==> config.mk <==
export PLATFORM = sky130hd
export DESIGN_NAME = eds_div
export DESIGN_NICKNAME = d
export VERILOG_FILES = /design/src/hw/rtl/eds_pkg.sv /design/src/hw/rtl/eds_div.sv
export SDC_FILE = /design/constraint.sdc
export NUM_CORES = 1
export LEC_CHECK = 0
export BUFFER_PORTS_ARGS = -buffer_cell sky130_fd_sc_hd__buf_2
export CORE_ASPECT_RATIO = 0.6
export CORE_UTILIZATION = 30
export DETAILED_ROUTE_END_ITERATION = 8
export PLACE_DENSITY = 0.58
export SYNTH_ARGS = -nofsm -noshare
export SYNTH_HDL_FRONTEND = slang
export SYNTH_SLANG_ARGS = --single-unit
==> constraint.sdc <==
create_clock -name i_clk -period 3.1 [get_ports i_clk]
set_input_delay 0.62 -clock i_clk [delete_from_list [all_inputs] [get_ports i_clk]]
set_output_delay 0.62 -clock i_clk [all_outputs]
set_load 0.005 [all_outputs]
==> src/hw/rtl/eds_pkg.sv <==
`timescale 1ns / 1ps
// Shared types and constants of the empirical distribution sampler.
// No dependencies.
package eds_pkg;

    localparam int TABLE_ENTRIES = 256;
    localparam int IDX_W         = $clog2(TABLE_ENTRIES);
    localparam int CNT_W         = IDX_W + 1;
    localparam int VAL_W         = 16;
    localparam int WGT_W         = 32;
    localparam int ADD_W         = 24;
    localparam int TOT_W         = 40;
    localparam int DRAW_W        = 32;
    localparam int MASS_W        = 17;
    localparam int DIVD_W        = WGT_W + 16;
    localparam int ENT_W         = VAL_W + WGT_W;

    typedef enum logic [1:0] {
        OP_CLEAR  = 2'd0,
        OP_ADD    = 2'd1,
        OP_SAMPLE = 2'd2,
        OP_QUERY  = 2'd3
    } t_op;

    typedef enum logic [1:0] {
        ST_OK       = 2'd0,
        ST_SKIPPED  = 2'd1,
        ST_FULL     = 2'd2,
        ST_FALLBACK = 2'd3
    } t_status;

    typedef enum logic [2:0] {
        S_IDLE,
        S_MUL1,
        S_MUL2,
        S_SCAN,
        S_SHIFT,
        S_INS,
        S_DIV,
        S_OUT
    } t_state;

    typedef enum logic {
        REG_FLOOR   = 1'b0,
        REG_CEILING = 1'b1
    } t_reg;

    // Divider handshake
    typedef struct packed {
        logic              start;
        logic [DIVD_W-1:0] dividend;
        logic [TOT_W-1:0]  divisor;
    } t_div_req;

    typedef struct packed {
        logic              done;
        logic [DIVD_W-1:0] quotient;
    } t_div_rsp;

endpackage

==> src/hw/rtl/eds_div.sv <==
`timescale 1ns / 1ps
// Restoring divider, one quotient bit a cycle.
// Depends on eds_pkg.
module eds_div
    import eds_pkg::*;
(
    input  logic     i_clk,
    input  logic     i_rst_n,
    input  t_div_req i_req,
    output t_div_rsp o_rsp
);

    localparam int STEP_W = $clog2(DIVD_W + 1);

    logic [TOT_W-1:0]  r_rem, n_rem;
    logic [DIVD_W-1:0] r_quo, n_quo;
    logic [TOT_W-1:0]  r_dvs;
    logic [STEP_W-1:0] r_step, n_step;
    logic              r_busy, n_busy;
    logic              r_done, n_done;
    logic [TOT_W:0]    sh;
    logic [TOT_W:0]    diff;

    always_comb begin
        sh     = {r_rem, r_quo[DIVD_W-1]};
        diff   = sh - {1'b0, r_dvs};
        n_rem  = r_rem;
        n_quo  = r_quo;
        n_step = r_step;
        n_busy = r_busy;
        n_done = 1'b0;
        if (i_req.start) begin
            n_rem  = '0;
            n_quo  = i_req.dividend;
            n_step = '0;
            n_busy = 1'b1;
        end else if (r_busy) begin
            if (!diff[TOT_W]) begin
                n_rem = diff[TOT_W-1:0];
                n_quo = {r_quo[DIVD_W-2:0], 1'b1};
            end else begin
                n_rem = sh[TOT_W-1:0];
                n_quo = {r_quo[DIVD_W-2:0], 1'b0};
            end
            n_step = r_step + 1'b1;
            if (r_step == STEP_W'(DIVD_W - 1)) begin
                n_busy = 1'b0;
                n_done = 1'b1;
            end
        end
    end

    always_ff @(posedge i_clk) begin
        if (!i_rst_n) begin
            r_busy <= 1'b0;
            r_done <= 1'b0;
            r_step <= '0;
        end else begin
            r_busy <= n_busy;
            r_done <= n_done;
            r_step <= n_step;
        end
        r_rem <= n_rem;
        r_quo <= n_quo;
        if (i_req.start) begin
            r_dvs <= i_req.divisor;
        end
    end

    assign o_rsp.done     = r_done;
    assign o_rsp.quotient = r_quo;

endmodule

## Yosys cells after proc, flatten, opt, wreduce, memory -nomap -nowiden

Cells that the tools add are included.

- Bitwise gates (word level): 2
- Reductions and logical operators: 3
- Equality and inequality tests: 1
- Mux-type cells: 8
- Add/subtract/negate cells: 2

Operator list:

| cell | count |
|---|---|
| $mux 48 | 2 |
| $sub 41x40->41 | 1 |
| $mux 40 | 1 |
| $add 6x1->6 const B | 1 |
| $eq 6x6->1 const B | 1 |
| $mux 1 | 5 |
| $reduce_or 3->1 | 1 |
| $not 1->1 | 2 |
| $reduce_bool 2->1 | 1 |
| $reduce_or 2->1 | 1 |

- Register bits after elaboration: 136
- Output and inout bits: 49
- Input port bits: 91

## Longest topological paths before layout

- Word-level depth: 4
- Depth in mapped cells: 14

## Worst setup path before layout

Ideal clock, no wire load.

- Kind: reg2reg
- Start: reg r_quo[47]
- End: reg r_rem[10]
- Data required time: 2963 ps
- Arrival: 3032 ps
- Stages on the path, launching flop included: 15
- Period minus slack after synthesis: 3170 ps
- Library setup time: 137 ps
- Slack: -70 ps
- Cell sequence: edfxtp_1 > inv_1 > ha_1 > fa_1 > nand2b_1 > a21oi_1 > o21ai_1 > o31a_1 > o21a_1 > o21a_1 > nor3_2 > buf_6 > buf_8 > mux2i_1 > a211oi_1

- Word-level cells in the longest chain between the ends: 2

Ends and longest elaborated chain:

| item | line | source |
|---|---|---|
| start, declared | eds_div.sv:16 | `logic [DIVD_W-1:0] r_quo, n_quo;` |
| start signal, assigned | eds_div.sv:64 | `r_quo <= n_quo;` |
| $sub 41x40->41 | eds_div.sv:26 | `diff = sh - {1'b0, r_dvs};` |
| $mux 40 | eds_div.sv:38 | `if (!diff[TOT_W]) begin` |
| end signal, assigned | eds_div.sv:63 | `r_rem <= n_rem;` |
| end, declared | eds_div.sv:15 | `logic [TOT_W-1:0] r_rem, n_rem;` |

Every way passes these cells.
A chain may end at the register's enable or synchronous reset.

## Worst setup path in the final report

- Start: reg r_dvs[0]
- End: reg r_rem[27]

- Word-level cells in the longest chain between the ends: 2

Ends and longest elaborated chain:

| item | line | source |
|---|---|---|
| start, declared | eds_div.sv:17 | `logic [TOT_W-1:0] r_dvs;` |
| start signal, assigned | eds_div.sv:66 | `r_dvs <= i_req.divisor;` |
| $sub 41x40->41 | eds_div.sv:26 |  |
| $mux 40 | eds_div.sv:38 |  |

Every way passes these cells.

==> summary.md <==
| Metric | Value |
|---|---|
| Clock network latency to the later pin of the worst-skew pair | 0.43 ns |
| Worst-case clock buffer depth | 2 |
| Total iterations of the first detailed-routing run | 5 |
| Number of enable flip-flop cells after synthesis | 88 |
| Post-route clock period utilization | 99.4% |
| Min-Delay Path Depth | 1 |
| Number of warnings printed during yosys synthesis | 0 |
| PortBufs | 139 |
| Relative contribution of sequential cells to total power | 42.6% |
| Layout Cell Area excl Fill | 9840 sq um |
| Initial Util | 31.1% |
| Antenna diode instance count | 0 |
| Via Count | 6211 |
| Maximum fanout encountered on the critical timing path | 7 |
| Worst flop-to-flop path startpoint | r_dvs[0]$_DFFE_PP_ |
| Pint | 3.66 mW |
| Wire per inst | 16.3 um |
| Switching share of total power | 28.2% |
| Reg2Reg Setup Slack | 0.02 ns |
| Sink Count | 136 |
| Sw Pwr | 1.44 mW |
| I/O Pins | 140 |
| Unrepaired setup endpoints after global routing | true |
| RePlAce Congestion | 0.895 |
| Layout area overhead | 28.2% |
| Most common cell after layout, fill and taps aside | buf_2 |
| Gate count after technology mapping | 743 |
| Relative slew slack | 37.9% |
| Area of the mapped netlist | 7680 sq um |
| Top_reg_cell synth | edfxtp_1 |
| Largest clock skew in the final design | 0.00648 ns |
| Launching element type of the critical path | register |
| Worst Hold End | r_dvs[6]$_DFFE_PP_ |
| Violation count after the first detailed-route iteration | 573 |
| R2R cell count | 13 |
| TritonCTS Buffers | 17 |
| Max frequency | 0.325 GHz |
| First-pass GRT wire length | 32600 um |
| Remaining design rule violation count | 0 |
| Clock tree from TritonCTS | yes |
| Critical setup path kind | reg2reg |
| Most frequent cells in the layout | buf_2 (138), edfxtp_1 (88), nor2_1 (69) |
| Maximum level of the CTS H-tree | 4 |
| Worst slack at placement | -0.201 ns |
| Data arrival time of the critical path | 3.37 ns |
| Floorplan die area | 26300 sq um |
| Overall overflow remaining after global route | 0 |
| Fraction of the yosys area taken by sequential cells | 46.9% |
| Relative contribution of the clock network to total power | 36.8% |
| Combinational fraction of design power | 20.6% |
| Worst path required time | 3.39 ns |
| Horizontal die dimension | 209 um |
| Syn Nets | 876 |
| Cell Pwr Density | 519 nW/um^2 |
| Number of failing setup endpoints in the final timing report | 0 |
| Total count of hold-check failures in the final report | 0 |
| Post-synthesis cell type count | 62 |
| Max rail drop VDD | 322 uV |
| Clock slew seen by the registers of the worst setup and hold paths | 0.06 ns |
| Total Negative Setup Slacks | 0 ns |
| Fraction of synthesis flops using an asynchronous set or reset pin | 0% |
| Startpoint of the tightest hold check path | i_req[6] |
| Endpoint class of the critical path | register |
| Share of cells above drive strength 1 | 31.7% |
| Minimum setup slack in the final design | 0.0200 ns |
| Max Slew Vio Count | 0 |
| Minimum clock period | 3.08 ns |
| Mean area per synthesized cell | 10.3 sq um |
| Instance area at placement | 9010 sq um |
| Worst Tran Pin Value | 0.928 ns |
| Cell chosen for the clock root | clkbuf_16 |
| Total detailed-routing wirelength | 20500 um |
| Half-perimeter wire length after placement | 14800 um |
| HP Class | in2reg |
| Floorplan row count | 44 |
| Largest net degree at the start of global routing | 49 |
| Yosys reg bits | 136 |
| Total Nets Final | 1060 |
| # Max-Cap Violations | 0 |
| Result of the run | complete, no violations |
| Antenna violations before repair | 0 |
| Count of nets left with antenna violations after detail routing | 0 |
| Hold bufs inserted after CTS | 0 |
| Vias per inst | 4.93 |
| Vias in the first global route | 5933 |
| Chip height | 126 um |
| Total routing usage reported by global routing | 16.0% |
| Endpoint of the worst register-to-register path | r_rem[27]$_SDFFE_PP0P_ |
| Leak Pwr | 4.33 nW |
| Placeable core region | 24700 sq um |
## flip-flops by register name, indices dropped and copies added, names as in the netlist
| register | cells |
|---|---|
| r_quo | 48 |
| r_dvs | 40 |
| r_rem | 40 |
| r_step | 6 |
| r_busy | 1 |
| r_done | 1 |
## metrics by stage
stage          hold WS (ns)  std cells  utilization (%)  total power, mW
2_1_floorplan         0.453        743                -             2.83
3_3_place_gp          0.479       1217             36.6             3.21
3_5_place_dp          0.482       1217             36.6             3.21
4_1_cts               0.339       1257             39.3             5.14
5_1_grt               0.337       1261             39.9             5.36
6_report              0.362       1261             39.9             5.11
## power groups by stage
| stage | combinational (mW) | sequential (mW) | clock (mW) |
|---|---|---|---|
| after floorplan | 0.631 | 2.20 | 0 |
| after global placement | 0.998 | 2.21 | 0 |
| final | 1.05 | 2.18 | 1.88 |
| after global routing | 1.16 | 2.20 | 2.01 |
| after CTS | 1.02 | 2.18 | 1.93 |
| after detailed placement | 1.00 | 2.21 | 0 |
## critical path, stage by stage (launching register included)
cell,delay [ns]
edfxtp_1,0.37
ha_2,0.21
fa_2,0.35
nand2b_4,0.16
a21oi_4,0.13
o21ai_2,0.08
o31a_1,0.28
o21a_1,0.24
o21a_1,0.21
nor3_4,0.29
buf_6,0.17
buf_16,0.14
mux2i_2,0.21
a211oi_2,0.09
## synthesized netlist by cell type (14+ instances only)
| cell | number | area, sq um |
|---|---|---|
| a211oi_1 | 31 | 233 |
| a21o_1 | 14 | 105 |
| a21oi_1 | 48 | 240 |
| clkbuf_1 | 24 | 90.1 |
| dfxtp_1 | 48 | 961 |
| edfxtp_1 | 88 | 2640 |
| ha_1 | 41 | 513 |
| inv_1 | 51 | 191 |
| mux2_2 | 48 | 541 |
| mux2i_1 | 29 | 290 |
| nand2_1 | 49 | 184 |
| nand3_1 | 17 | 85.1 |
| nor2_1 | 69 | 259 |
| o21ai_0 | 31 | 155 |
| xnor2_1 | 23 | 201 |
| xor2_1 | 16 | 140 |
## per-layer routing
layer / wire, um / vias to the layer above / track usage (%)
met3: 1540 / 13 / 4.71
met1: 11000 / 2915 / 25.3
met4: 231 / 0 / 4.10
met5: 0 / - / 0
li1: - / 3099 / -
met2: 7770 / 184 / 20.4
## kinds of logic after synthesis
kind of cell	Yosys count	share of synthesized area [%]
buffers and inverters	83	4.45
multiplexers	77	10.8
flip-flops	136	46.9
XOR/XNOR	39	4.45
AO/OA/AOI/OAI	176	14.9
AND/OR/NAND/NOR	190	11.5
adder cells (fa/ha/maj)	42	6.94
## cell type report
type                    instances  area, sq um
clock inverters                13          105
flip-flops and latches        136         3600
clock buffers                  18          429
inverters                      51          191
repair buffers                197         1240
multi-input cells             524         3860
well taps                     322          403
fillers                      2439        14800
## what timing repair did
| item | 4_1_cts | 5_1_grt |
|---|---|---|
| setup buffers | 7 | 4 |
| hold endpoints to repair | 0 | 0 |
| resized for setup | 9 | 30 |
| cloned | 2 | 2 |
| endpoints found under the setup margin | 38 | 41 |
| pin swaps | 8 | 19 |
## worst max path at each step
stage                         from                endpoint  cells past startpoint
6_report        r_dvs[0]$_DFFE_PP_  r_rem[27]$_SDFFE_PP0P_                     13
5_1_grt         r_dvs[5]$_DFFE_PP_   r_rem[3]$_SDFFE_PP0P_                     14
4_1_cts         r_dvs[0]$_DFFE_PP_   r_rem[0]$_SDFFE_PP0P_                     14
3_5_place_dp   r_quo[47]$_DFFE_PP_   r_rem[5]$_SDFFE_PP0P_                     13
3_3_place_gp   r_quo[47]$_DFFE_PP_  r_rem[27]$_SDFFE_PP0P_                     13
2_1_floorplan  r_quo[47]$_DFFE_PP_  r_rem[35]$_SDFFE_PP0P_                     14
Note: power is estimated with default switching activity, not from simulation.
